<file path="src/design/mwah_pkg.sv">
`default_nettype none
package mwah_pkg;

  localparam int BYTE_W         = 8;
  localparam int SAMPLE_W       = 13;
  localparam int MEAN_W         = 17;
  localparam int HEAD_W         = 15;
  localparam int IN_DATA_W      = 6 * BYTE_W;
  localparam int IN_USER_W      = 1;
  localparam int OUT_FIELDS_W   = 3 * MEAN_W + HEAD_W;
  localparam int OUT_DATA_W     = ((OUT_FIELDS_W + 7) / 8) * 8;
  localparam int DEFAULT_WINDOW = 8;

  localparam int CORDIC_STEPS   = 16;
  localparam int STEP_W         = $clog2(CORDIC_STEPS);
  localparam int XW             = 34;
  localparam int ZW             = 20;
  localparam int NORM_BIT       = 29;
  localparam int COARSE_BIT     = 25;
  localparam int HALF_PI_Q12    = 6434;
  localparam int PI_Q12         = 12868;

  localparam logic [BYTE_W-1:0] LOW_MASK = 8'b11111000;

  localparam logic CMD_SAMPLE = 1'b0;
  localparam logic CMD_REPORT = 1'b1;

  typedef enum logic [2:0] {
    T_IDLE,
    T_SUPD,
    T_MUL,
    T_MST,
    T_HEAD,
    T_HOLD
  } top_state_t;

  typedef enum logic [1:0] {
    H_IDLE,
    H_NORM,
    H_ITER,
    H_ROUND
  } head_state_t;

  // The raw word has its three low bits cleared before the shift, so the divide by 8 is exact.
  function automatic logic signed [SAMPLE_W-1:0] decode_axis(
    input logic [BYTE_W-1:0] lo,
    input logic [BYTE_W-1:0] hi
  );
    logic [BYTE_W-1:0] lm;
    lm = lo & LOW_MASK;
    return {hi, lm[BYTE_W-1:3]};
  endfunction

  function automatic logic [15:0] atan_q16(input logic [STEP_W-1:0] i);
    logic [15:0] t;
    case (i)
      4'd0:    t = 16'd51472;
      4'd1:    t = 16'd30386;
      4'd2:    t = 16'd16055;
      4'd3:    t = 16'd8150;
      4'd4:    t = 16'd4091;
      4'd5:    t = 16'd2047;
      4'd6:    t = 16'd1024;
      4'd7:    t = 16'd512;
      4'd8:    t = 16'd256;
      4'd9:    t = 16'd128;
      4'd10:   t = 16'd64;
      4'd11:   t = 16'd32;
      4'd12:   t = 16'd16;
      4'd13:   t = 16'd8;
      4'd14:   t = 16'd4;
      default: t = 16'd2;
    endcase
    return t;
  endfunction

endpackage
`default_nettype wire

</file>
<file path="src/design/mwah_window.sv">
`default_nettype none
module mwah_window #(
  parameter int WINDOW = mwah_pkg::DEFAULT_WINDOW,
  parameter int SW     = mwah_pkg::SAMPLE_W + $clog2(mwah_pkg::DEFAULT_WINDOW)
) (
  input  wire logic                                 clk,
  input  wire logic                                 rst,
  input  wire logic                                 wr_en,
  input  wire logic signed [mwah_pkg::SAMPLE_W-1:0] smp_x,
  input  wire logic signed [mwah_pkg::SAMPLE_W-1:0] smp_y,
  input  wire logic signed [mwah_pkg::SAMPLE_W-1:0] smp_z,
  output logic signed [SW-1:0]                      sum_x,
  output logic signed [SW-1:0]                      sum_y,
  output logic signed [SW-1:0]                      sum_z
);
  import mwah_pkg::*;

  localparam int SLW = (WINDOW > 1) ? $clog2(WINDOW) : 1;
  localparam int RW  = 3 * SAMPLE_W;

  logic [RW-1:0]       mem [WINDOW];
  logic [WINDOW-1:0]   valid;
  logic [SLW-1:0]      slot;
  logic [RW-1:0]       rd_q;
  logic                rd_v;
  logic signed [SAMPLE_W-1:0] old_x, old_y, old_z;

  // Entries never written read as zero.
  always_comb begin
    old_x = rd_v ? rd_q[SAMPLE_W-1:0]            : '0;
    old_y = rd_v ? rd_q[2*SAMPLE_W-1:SAMPLE_W]   : '0;
    old_z = rd_v ? rd_q[3*SAMPLE_W-1:2*SAMPLE_W] : '0;
  end

  always_ff @(posedge clk) begin
    rd_q <= mem[slot];
    if (wr_en) begin
      mem[slot] <= {smp_z, smp_y, smp_x};
    end
  end

  always_ff @(posedge clk) begin
    if (rst) begin
      valid <= '0;
      rd_v  <= 1'b0;
      slot  <= '0;
      sum_x <= '0;
      sum_y <= '0;
      sum_z <= '0;
    end else begin
      rd_v <= valid[slot];
      if (wr_en) begin
        valid[slot] <= 1'b1;
        sum_x <= sum_x + SW'(smp_x) - SW'(old_x);
        sum_y <= sum_y + SW'(smp_y) - SW'(old_y);
        sum_z <= sum_z + SW'(smp_z) - SW'(old_z);
        if (slot == SLW'(WINDOW - 1)) begin
          slot <= '0;
        end else begin
          slot <= slot + 1'b1;
        end
      end
    end
  end

endmodule
`default_nettype wire

</file>
<file path="src/design/mwah_heading.sv">
`default_nettype none
module mwah_heading #(
  parameter int SW = mwah_pkg::SAMPLE_W + $clog2(mwah_pkg::DEFAULT_WINDOW)
) (
  input  wire logic                               clk,
  input  wire logic                               rst,
  input  wire logic                               start,
  input  wire logic signed [SW-1:0]               sum_x,
  input  wire logic signed [SW-1:0]               sum_y,
  output logic                                    done,
  output logic signed [mwah_pkg::HEAD_W-1:0]      heading
);
  import mwah_pkg::*;

  head_state_t             hstate, hstate_next;
  logic signed [XW-1:0]    x, y;
  logic signed [ZW-1:0]    z;
  logic [STEP_W-1:0]       i;
  logic                    sx_neg, sy_neg;

  logic signed [XW-1:0]    ext_x, ext_y, mx, dx, dy;
  logic signed [ZW-1:0]    tz, zr, a;
  logic                    norm_done, coarse, zero_vec;

  always_comb begin
    ext_x     = XW'(sum_x);
    ext_y     = XW'(sum_y);
    zero_vec  = (sum_x == '0) && (sum_y == '0);
    mx        = (x > y) ? x : y;
    norm_done = (mx >= (XW'(1) <<< NORM_BIT));
    coarse    = (mx < (XW'(1) <<< COARSE_BIT));
    dx        = y >>> i;
    dy        = x >>> i;
    tz        = ZW'(atan_q16(i));
    zr        = (z + ZW'(8)) >>> 4;
    a         = zr;
    if (a < 0) begin
      a = '0;
    end
    if (a > ZW'(HALF_PI_Q12)) begin
      a = ZW'(HALF_PI_Q12);
    end
    if (sx_neg) begin
      a = ZW'(PI_Q12) - a;
    end
    if (sy_neg) begin
      a = -a;
    end
  end

  always_comb begin
    hstate_next = hstate;
    case (hstate)
      H_IDLE: begin
        if (start && !zero_vec) begin
          hstate_next = H_NORM;
        end
      end
      H_NORM: begin
        if (norm_done) begin
          hstate_next = H_ITER;
        end
      end
      H_ITER: begin
        if (i == STEP_W'(CORDIC_STEPS - 1)) begin
          hstate_next = H_ROUND;
        end
      end
      H_ROUND: hstate_next = H_IDLE;
      default: hstate_next = H_IDLE;
    endcase
  end

  always_ff @(posedge clk) begin
    if (rst) begin
      hstate <= H_IDLE;
      done   <= 1'b0;
    end else begin
      hstate <= hstate_next;
      done   <= ((hstate == H_IDLE) && start && zero_vec) || (hstate == H_ROUND);
    end
  end

  always_ff @(posedge clk) begin
    case (hstate)
      H_IDLE: begin
        x      <= sum_x[SW-1] ? -ext_x : ext_x;
        y      <= sum_y[SW-1] ? -ext_y : ext_y;
        sx_neg <= sum_x[SW-1];
        sy_neg <= sum_y[SW-1];
        z      <= '0;
        i      <= '0;
        if (start && zero_vec) begin
          heading <= '0;
        end
      end
      H_NORM: begin
        if (!norm_done) begin
          if (coarse) begin
            x <= x <<< 4;
            y <= y <<< 4;
          end else begin
            x <= x <<< 1;
            y <= y <<< 1;
          end
        end
      end
      H_ITER: begin
        if (!y[XW-1]) begin
          x <= x + dx;
          y <= y - dy;
          z <= z + tz;
        end else begin
          x <= x - dx;
          y <= y + dy;
          z <= z - tz;
        end
        i <= i + 1'b1;
      end
      H_ROUND: heading <= a[HEAD_W-1:0];
      default: ;
    endcase
  end

endmodule
`default_nettype wire

</file>
<file path="src/design/magnetometer_window_average_heading.sv">
// On a sample transfer the window and sums update in the cycle after acceptance.
// A report computes the three means in turn over one shared multiplier, then the heading
// unit normalizes, runs 16 CORDIC steps and rounds; the result register then loads,
// with a zero heading and no CORDIC run when the x and y sums are both zero.
// The result register holds a report while the next sample is accepted.
// Synchronous active-high reset clears the window valid bits, sums, write slot and result valid.
`default_nettype none
module magnetometer_window_average_heading #(
  parameter int WINDOW = mwah_pkg::DEFAULT_WINDOW
) (
  input  wire logic                               clk,
  input  wire logic                               rst,
  input  wire logic                               s_tvalid,
  output logic                                    s_tready,
  // x_low, x_high, y_low, y_high, z_low, z_high
  input  wire logic [mwah_pkg::IN_DATA_W-1:0]     s_tdata,
  // command
  input  wire logic [mwah_pkg::IN_USER_W-1:0]     s_tuser,
  output logic                                    m_tvalid,
  input  wire logic                               m_tready,
  // mean_x, mean_y, mean_z, heading, zero fill
  output logic [mwah_pkg::OUT_DATA_W-1:0]         m_tdata
);
  import mwah_pkg::*;

  localparam int SW  = SAMPLE_W + $clog2(WINDOW);
  localparam int N   = SW + 4;
  localparam int K   = N + $clog2(WINDOW);
  localparam int MW  = K + 1;
  localparam int PW  = N + MW;
  localparam int QW  = MEAN_W + 1;
  localparam logic [MW-1:0] RECIP = MW'(((64'd1 << K) + WINDOW - 1) / WINDOW);

  top_state_t state, state_next;

  logic signed [SAMPLE_W-1:0] smp_x, smp_y, smp_z;
  logic signed [SW-1:0]       sum_x, sum_y, sum_z, sel;
  logic [1:0]                 ax;
  logic [SW-1:0]              mag;
  logic [N-1:0]               mag16;
  logic [PW-1:0]              prod;
  logic                       prod_neg;
  logic [QW-1:0]              q, mval;
  logic [MEAN_W-1:0]          mean_x, mean_y, mean_z;
  logic                       accept, wr_en, head_start, head_done, load;
  logic signed [HEAD_W-1:0]   heading;

  assign accept     = s_tvalid && s_tready;
  assign wr_en      = (state == T_SUPD);
  assign head_start = (state == T_MST) && (ax == 2'd2);
  assign load       = (state == T_HOLD) && (!m_tvalid || m_tready);

  mwah_window #(.WINDOW(WINDOW), .SW(SW)) u_window (
    .clk   (clk),
    .rst   (rst),
    .wr_en (wr_en),
    .smp_x (smp_x),
    .smp_y (smp_y),
    .smp_z (smp_z),
    .sum_x (sum_x),
    .sum_y (sum_y),
    .sum_z (sum_z)
  );

  mwah_heading #(.SW(SW)) u_heading (
    .clk     (clk),
    .rst     (rst),
    .start   (head_start),
    .sum_x   (sum_x),
    .sum_y   (sum_y),
    .done    (head_done),
    .heading (heading)
  );

  always_comb begin
    case (ax)
      2'd0:    sel = sum_x;
      2'd1:    sel = sum_y;
      default: sel = sum_z;
    endcase
    mag   = sel[SW-1] ? SW'(-sel) : SW'(sel);
    mag16 = {mag, 4'b0000};
    q     = prod[K +: QW];
    mval  = prod_neg ? -q : q;
  end

  always_comb begin
    state_next = state;
    s_tready   = 1'b0;
    case (state)
      T_IDLE: begin
        s_tready = 1'b1;
        if (s_tvalid) begin
          state_next = (s_tuser[0] == CMD_REPORT) ? T_MUL : T_SUPD;
        end
      end
      T_SUPD: state_next = T_IDLE;
      T_MUL:  state_next = T_MST;
      T_MST:  state_next = (ax == 2'd2) ? T_HEAD : T_MUL;
      T_HEAD: begin
        if (head_done) begin
          state_next = T_HOLD;
        end
      end
      T_HOLD: begin
        if (!m_tvalid || m_tready) begin
          state_next = T_IDLE;
        end
      end
      default: state_next = T_IDLE;
    endcase
  end

  always_ff @(posedge clk) begin
    if (rst) begin
      state    <= T_IDLE;
      ax       <= '0;
      m_tvalid <= 1'b0;
    end else begin
      state <= state_next;
      if (accept) begin
        ax <= '0;
      end else if (state == T_MST) begin
        ax <= ax + 1'b1;
      end
      if (load) begin
        m_tvalid <= 1'b1;
      end else if (m_tready) begin
        m_tvalid <= 1'b0;
      end
    end
  end

  always_ff @(posedge clk) begin
    if (accept) begin
      smp_x <= decode_axis(s_tdata[7:0],   s_tdata[15:8]);
      smp_y <= decode_axis(s_tdata[23:16], s_tdata[31:24]);
      smp_z <= decode_axis(s_tdata[39:32], s_tdata[47:40]);
    end
    if (state == T_MUL) begin
      prod     <= PW'(mag16) * PW'(RECIP);
      prod_neg <= sel[SW-1];
    end
    if (state == T_MST) begin
      case (ax)
        2'd0:    mean_x <= mval[MEAN_W-1:0];
        2'd1:    mean_y <= mval[MEAN_W-1:0];
        default: mean_z <= mval[MEAN_W-1:0];
      endcase
    end
    if (load) begin
      m_tdata <= {{(OUT_DATA_W - OUT_FIELDS_W){1'b0}}, heading, mean_z, mean_y, mean_x};
    end
  end

endmodule
`default_nettype wire

</file>
<file path="config.mk">
export PLATFORM = sky130hd
export DESIGN_NAME = magnetometer_window_average_heading
export DESIGN_NICKNAME = d
export VERILOG_FILES = /design/src/design/mwah_pkg.sv /design/src/design/mwah_window.sv /design/src/design/mwah_heading.sv /design/src/design/magnetometer_window_average_heading.sv
export SDC_FILE = /design/constraint.sdc
export NUM_CORES = 2
export LEC_CHECK = 0
export BUFFER_PORTS_ARGS = -buffer_cell sky130_fd_sc_hd__buf_4
export CORE_MARGIN = 3
export CORE_UTILIZATION = 57
export DETAILED_ROUTE_END_ITERATION = 16
export PLACE_DENSITY = 0.85
export SLEW_MARGIN = 25
export SYNTH_ARGS = -nofsm -noshare
export SYNTH_HDL_FRONTEND = slang
export SYNTH_HIERARCHICAL = 1
export SYNTH_SLANG_ARGS = --single-unit
</file>
<file path="constraint.sdc">
create_clock -name clk -period 6.4 [get_ports clk]
set_input_delay 0 -clock clk [delete_from_list [all_inputs] [get_ports clk]]
set_output_delay 0 -clock clk [all_outputs]
set_load 0.05 [all_outputs]
</file>
# Word-level counts from Yosys, hierarchy flattened
# Memories as Yosys holds them, arrays and structs flattened. A register that Yosys moved wholly into a read port is not among the register bits.
# Index checks and enable logic that the tools add are counted.
word_totals:
  memories: 2
  in_bits: 53
  ff_bits: 351
  ram_bits: 312
  rom_bits: 256
mem_list:
  columns: ["name", "depth", "word_bits", "rd", "rd_clocked_by_memory_dff", "wr", "line", "source"]
  rows:
  - ["u_window.mem", 8, 39, 1, 1, 1, "mwah_window.sv:21", "logic [RW-1:0] mem [WINDOW];"]
  - ["(name not given)", 16, 16, 1, 1, 0, "mwah_pkg.sv:56", "case (i)"]
op_classes:
  shift: 2
  n_reduce_logical: 31
  bitwise: 2
  eq_ne: 20
  order_cmp: 7
  n_mux: 47
  addsub: 22
op_table:
  columns: ["operator", "count"]
  rows:
  - ["2-to-1 mux 34 bit", 9]
  - ["case mux 34 bit (3 select lines)", 2]
  - ["2-to-1 mux 15 bit", 5]
  - ["adder 34 bit", 2]
  - ["negation 16 -> 34 bit", 2]
  - [">>> shifter 34 x 4 -> 34 bit", 2]
  - ["subtractor 34 bit", 2]
  - ["adder 16 x 13 -> 16 bit", 3]
  - ["subtractor 16 x 13 -> 16 bit", 3]
  - ["2-to-1 mux 20 bit", 2]
  - ["case mux 20 bit (2 select lines)", 1]
  - ["2-to-1 mux 13 bit", 3]
  - ["greater-or-equal comparator 34 x 31 -> 1 bit (second input constant)", 1]
  - ["greater-than comparator 34 bit", 1]
  - ["< comparator 34 x 27 -> 1 bit (second input constant)", 1]
  - ["logical NOT 16 bit", 2]
  - ["case mux 16 bit (2 select lines)", 1]
  - ["case mux 15 bit (2 select lines)", 1]
  - ["adder 20 x 17 -> 20 bit", 1]
  - ["adder 20 x 5 -> 20 bit (second input constant)", 1]
  - ["greater-than comparator 20 x 14 -> 1 bit (second input constant)", 1]
  - ["subtractor 20 x 17 -> 20 bit", 1]
  - ["2-to-1 mux 17 bit", 1]
  - ["negation 17 bit", 1]
  - ["38 further kinds", 82]

# Longest topological paths before layout
depth:
  ltp_word: 10
  depth_mapped: 26

# Modules after synthesis
# Netlist, hierarchy kept.
by_module_without_submodules:
  columns: ["module", "area_each_um2", "seq_area_each_um2", "cells_each", "instances"]
  rows:
  - ["mwah_window", 19029.5, 11350.9, 1480, 1]
  - ["mwah_heading", 17639.4, 3653.5, 2050, 1]
  - ["magnetometer_window_average_heading", 6409.9, 5134.9, 353, 1]

# Least setup slack after synthesis
# Ideal clock, no wire load.
synth_path:
  path_type: "reg-to-reg"
  start: "register u_heading.hstate[1]"
  end: "register u_heading.x[0] (enable)"
  synth_period_minus_slack_ns: 6.187
  t_required_ns: 5.812
  path_stages_with_launch: 5
  arrival_ns: 5.599
  n_path_buf: 1
  slack_ns: 0.213
  path_cell_list: "dfxtp_1 > inv_1 > ha_1 > clkbuf_1 > o21ai_0"
synth_between:
  elab_chain_len: 3
  elab_cells_between_ends: 6
  classes_between: "3 x eq/ne; 3 x reduce/logical"
synth_lines:
  columns: ["item", "line", "source"]
  rows:
  - ["start, declared", "mwah_heading.sv:15", "head_state_t hstate, hstate_next;"]
  - ["start signal, assigned", "mwah_heading.sv:79", "hstate <= hstate_next;"]
  - ["equality test 2 x 1 -> 1 bit (tied with other cells)", "mwah_heading.sv:85", "case (hstate)"]
  - ["inequality test 2 bit (no source line) / nonzero test 3 bit (equally long branches)", null, null]
  - ["AND reduction 2 bit (no source line) *", null, null]
  - ["end signal, assigned", "mwah_heading.sv:87", "x <= sum_x[SW-1] ? -ext_x : ext_x;"]
  - ["end signal, assigned", "mwah_heading.sv:100", "x <= x <<< 4;"]
  - ["end signal, assigned", "mwah_heading.sv:103", "x <= x <<< 1;"]
  - ["end, declared", "mwah_heading.sv:16", "logic signed [XW-1:0] x, y;"]
# Mark *: on every way between the ends. The rest lies on a longest branch, timed or not.
# A chain may end at the register's enable or synchronous reset.

# Final worst setup path
layout_path:
  start: "register u_heading.i[0]"
  end: "register u_heading.y[33], data pin"
layout_between:
  elab_chain_len: 4
  elab_cells_between_ends: 5
  classes_between: "2 x add/sub; 1 x shift; 2 x mux"
layout_lines:
  columns: ["item", "line", "source"]
  rows:
  - ["start, declared", "mwah_heading.sv:18", "logic [STEP_W-1:0] i;"]
  - ["start signal, assigned", "mwah_heading.sv:118", "i <= i + 1'b1;"]
  - [">>> shifter 34 x 4 -> 34 bit *", "mwah_heading.sv:33", "dy = x >>> i;"]
  - ["subtractor 34 bit / adder 34 bit (equally long branches)", "mwah_heading.sv:111, mwah_heading.sv:115", null]
  - ["2-to-1 mux 34 bit *", "mwah_heading.sv:109", "if (!y[XW-1]) begin"]
  - ["case mux 34 bit (3 select lines) *", "mwah_heading.sv:85", null]
  - ["end signal, assigned", "mwah_heading.sv:88", "y <= sum_y[SW-1] ? -ext_y : ext_y;"]
  - ["end signal, assigned", "mwah_heading.sv:111", "y <= y - dy;"]
  - ["end signal, assigned", "mwah_heading.sv:115", "y <= y + dy;"]
  - ["end, declared", "mwah_heading.sv:16", null]
# Marks and branches as above.

==> results.py <==
metrics = {
    "synthesis": {
        "synth_edf_count": 588,
        "synth.cell_area_um2": 43080,
        "synth_flop_cell": "edfxtp_1",
        "synth_area_per_cell_um2": 11.09,
        "synth_cell_types": 112,
        "ys_ff_latch": 712,
        "syn_inst": 3883,
        "ys_warn_count": 6,
        "seq_area_frac_synth": 0.4675,
        "synth-async-reset-ratio": 0,
    },
    "worst_setup_path": {
        "required_ns": 6.76,
        "cp.arrival_ns": 6.51,
        "cpMostUsedCell": "a21oi_1",
        "cp_slowest_cell": "o41ai_1",
        "path_cells": "clkbuf_16 -> mux4_1 -> mux2_2 -> o21ai_0 -> and3_1 -> a21oi_1 -> xor2_1 -> ha_1 -> o41ai_1 -> o21ai_0 -> a31oi_1 -> a21oi_1 -> a211o_1 -> a211oi_1 -> a21oi_1 -> xor2_1 -> o22ai_1",
        "crit_fanout": 53,
        "max_stage_delay_ns": 0.70,
        "cp-start-kind": "flip-flop",
        "cp-end-kind": "flip-flop",
        "criticalPathCategory": "flip-flop to flip-flop",
    },
    "floorplanning": {
        "die-area_um2": 78910,
        "die_h_um": 280.9,
        "initial_core_util": 0.5767,
        "top_level_ports": 127,
        "fp.coreArea_um2": 74700,
        "row_count": 100,
        "die_w_um": 280.9,
    },
    "layout": {
        "final_nets": 4286,
        "drive_above_1_share": 0.1368,
        "area_delta_synth_final_pct": 11.30,
        "final_util": 0.6419,
        "final_common_cell": "edfxtp_1",
        "final_cell_mix": "edfxtp_1 (588), inv_1 (287), a21oi_1 (271), nor2_1 (270), nand2_1 (244)",
    },
    "timing": {
        "max_freq_mhz": 162.6,
        "setup_viol": 0,
        "final.setup.tns_ns": 0,
        "min_period_ns": 6.150,
        "tightestPinTransition_ns": 1.137,
        "skew_ns": 0.04290,
        "slew_headroom": 0.2314,
        "final_max_slew_viol_count": 0,
        "rsz0062_at_grt": "no",
        "hold_viol_final": 0,
        "holdWs_ns": 0.05564,
        "fin_crit_sh": 0.9610,
    },
    "power_and_ir_drop": {
        "powerDensity_nw_per_um2": 470.7,
        "p_leak_nw": 17.86,
        "ir_worst_vdd_uv": 283.5,
    },
    "grt": {
        "grt_pass1_vias": 30748,
        "grt_max_degree": 73,
        "grt_first_pass_wirelength_um": 168400,
        "grt_overflow": 0,
        "track_usage": 0.2679,
        "antenna_found_initial": 0,
    },
    "worst_hold_path": {
        "hold_path.class": "primary input to flip-flop",
    },
    "routing": {
        "drt-initial-drc-count": 3479,
        "viasPerCell": 6.354,
        "drtPass1Iterations": 6,
        "vias": 31899,
        "ant_nets": 0,
        "drc_errors": 0,
        "wl_per_cell_um": 21.45,
        "routed_wl_um": 107700,
    },
    "place": {
        "port-buffer-count": 108,
        "place.gp.congestion": 0.9557,
        "dp_hpwl_um": 73190,
    },
    "status": {
        "status": "complete, no violations",
    },
    "clocking": {
        "cts_root_buf": "clkbuf_16",
        "cts_made_buffers": 76,
        "cts_buffer_depth": 3,
        "htree_levels": 3,
        "cts.clk_slew.worst_paths_ns": 0.06,
        "clk_latency_ns": 0.64,
        "cts_tree": "yes",
        "clkSinkCount": 712,
    },
    "job": {
        "max-cap-violations": 0,
    },
}
[metal layers]
| metal | global-route usage | share of wire | vias to the layer above | wire (um) |
|---|---|---|---|---|
| li1 | - | - | 14695 | - |
| met5 | 0 | 0 | - | 0 |
| met3 | 0.03722 | 0.079 | 229 | 8490 |
| met2 | 0.4476 | 0.48 | 1464 | 51960 |
| met1 | 0.3603 | 0.41 | 15511 | 43810 |
| met4 | 0.09404 | 0.032 | 0 | 3399 |
[registers in the layout, indices dropped and copies added, names as in the netlist, 15 cells and up]
register,count
u_heading/y,34
u_heading/x,34
u_window/sum_z,16
mean_z,16
u_window/mem,312
u_heading/heading,15
u_heading/z,20
u_heading/tz,16
prod,16
mean_x,16
u_window/sum_y,16
u_window/sum_x,16
u_window/rd_q,39
mean_y,16
m_tdata,63
[synthesized netlist by cell type (all sizes together), types with 48 or more instances]
library cell  count  share of area
xor2             85          0.017
edfxtp          588           0.41
o22ai            50         0.0073
fa               48          0.022
mux4             88          0.048
nand2           245          0.021
a22oi            75          0.013
and2             64         0.0094
buf              69         0.0092
mux2i            97          0.023
inv             288          0.025
dfxtp           124          0.058
nor2            275          0.024
mux2            124          0.032
o21ai           144          0.017
ha              198          0.058
a21oi           273          0.032
nor3             72         0.0086
clkbuf          118          0.011
a21o             71          0.012
xnor2           158          0.032
[cell families (layout without fill, tap and decap cells)]
kind of cell / after synthesis / in the layout / share of synthesized area
other cells: 1 / 10 / 0.00008705
simple gates: 935 / 935 / 0.1069
mux: 309 / 309 / 0.1025
buf+inv: 479 / 638 / 0.04583
compound gates: 958 / 958 / 0.1479
xor+xnor: 243 / 243 / 0.04940
flops: 712 / 712 / 0.4675
fa+ha+maj: 246 / 246 / 0.07981
[through the flow]
stage	total power, W	cell area, um^2	std cells	worst slack (ns)
floorplan	0.01522	43110	3891	0.2134
global placement	0.01740	44770	4830	0.4797
detailed placement	0.01766	44810	4831	0.3583
CTS	0.02237	47900	5016	0.3065
global route	0.02397	47950	5019	0.02795
finish	0.02257	47950	5020	0.2497
[final cells by class]
type,count,area (um^2)
antenna,1,2.502
clock buffer,108,2196
clock inverter,33,450.4
fill,5430,26750
inverter,291,1092
multi-input combinational,2700,21110
sequential,712,20150
tap,969,1212
timing repair buffer,206,1735
[critical path, delay by kind of cell (launching register included)]
kind,cells,cell delay [ns]
adder cells (fa/ha/maj),1,0.22
multiplexers,2,0.98
AND/OR/NAND/NOR,1,0.40
flip-flops,1,0.36
AO/OA/AOI/OAI,10,3.18
buffers and inverters,1,0.31
XOR/XNOR,2,0.37
[timing repair]
item | CTS | global route
endpoints found under the setup margin | 0 | 7
hold endpoints to repair | 78 | 0
setup buffers | 0 | 2
resized for setup | 0 | 3
hold buffers | 44 | 0
[where the power goes]
part	internal [W]	leakage [nW]	total, W	switching, W
registers	0.00546	6.59	0.00607	0.000605
clock network	0.00271	1.28	0.00457	0.00186
logic	0.00502	9.99	0.0119	0.00691
[worst paths after layout]
kind	startpoint	endpoint	slack, ns	cells past startpoint
setup / recovery	u_heading/i[0]	u_heading/y[33]	0.25	17
hold / removal	m_tready	m_tvalid	0.06	3
setup reg to reg	u_heading/i[0]	u_heading/y[33]	0.25	17
hold reg to reg	mean_z[9]	m_tdata[43]	0.41	0
Note: power is estimated with default switching activity, not from simulation.
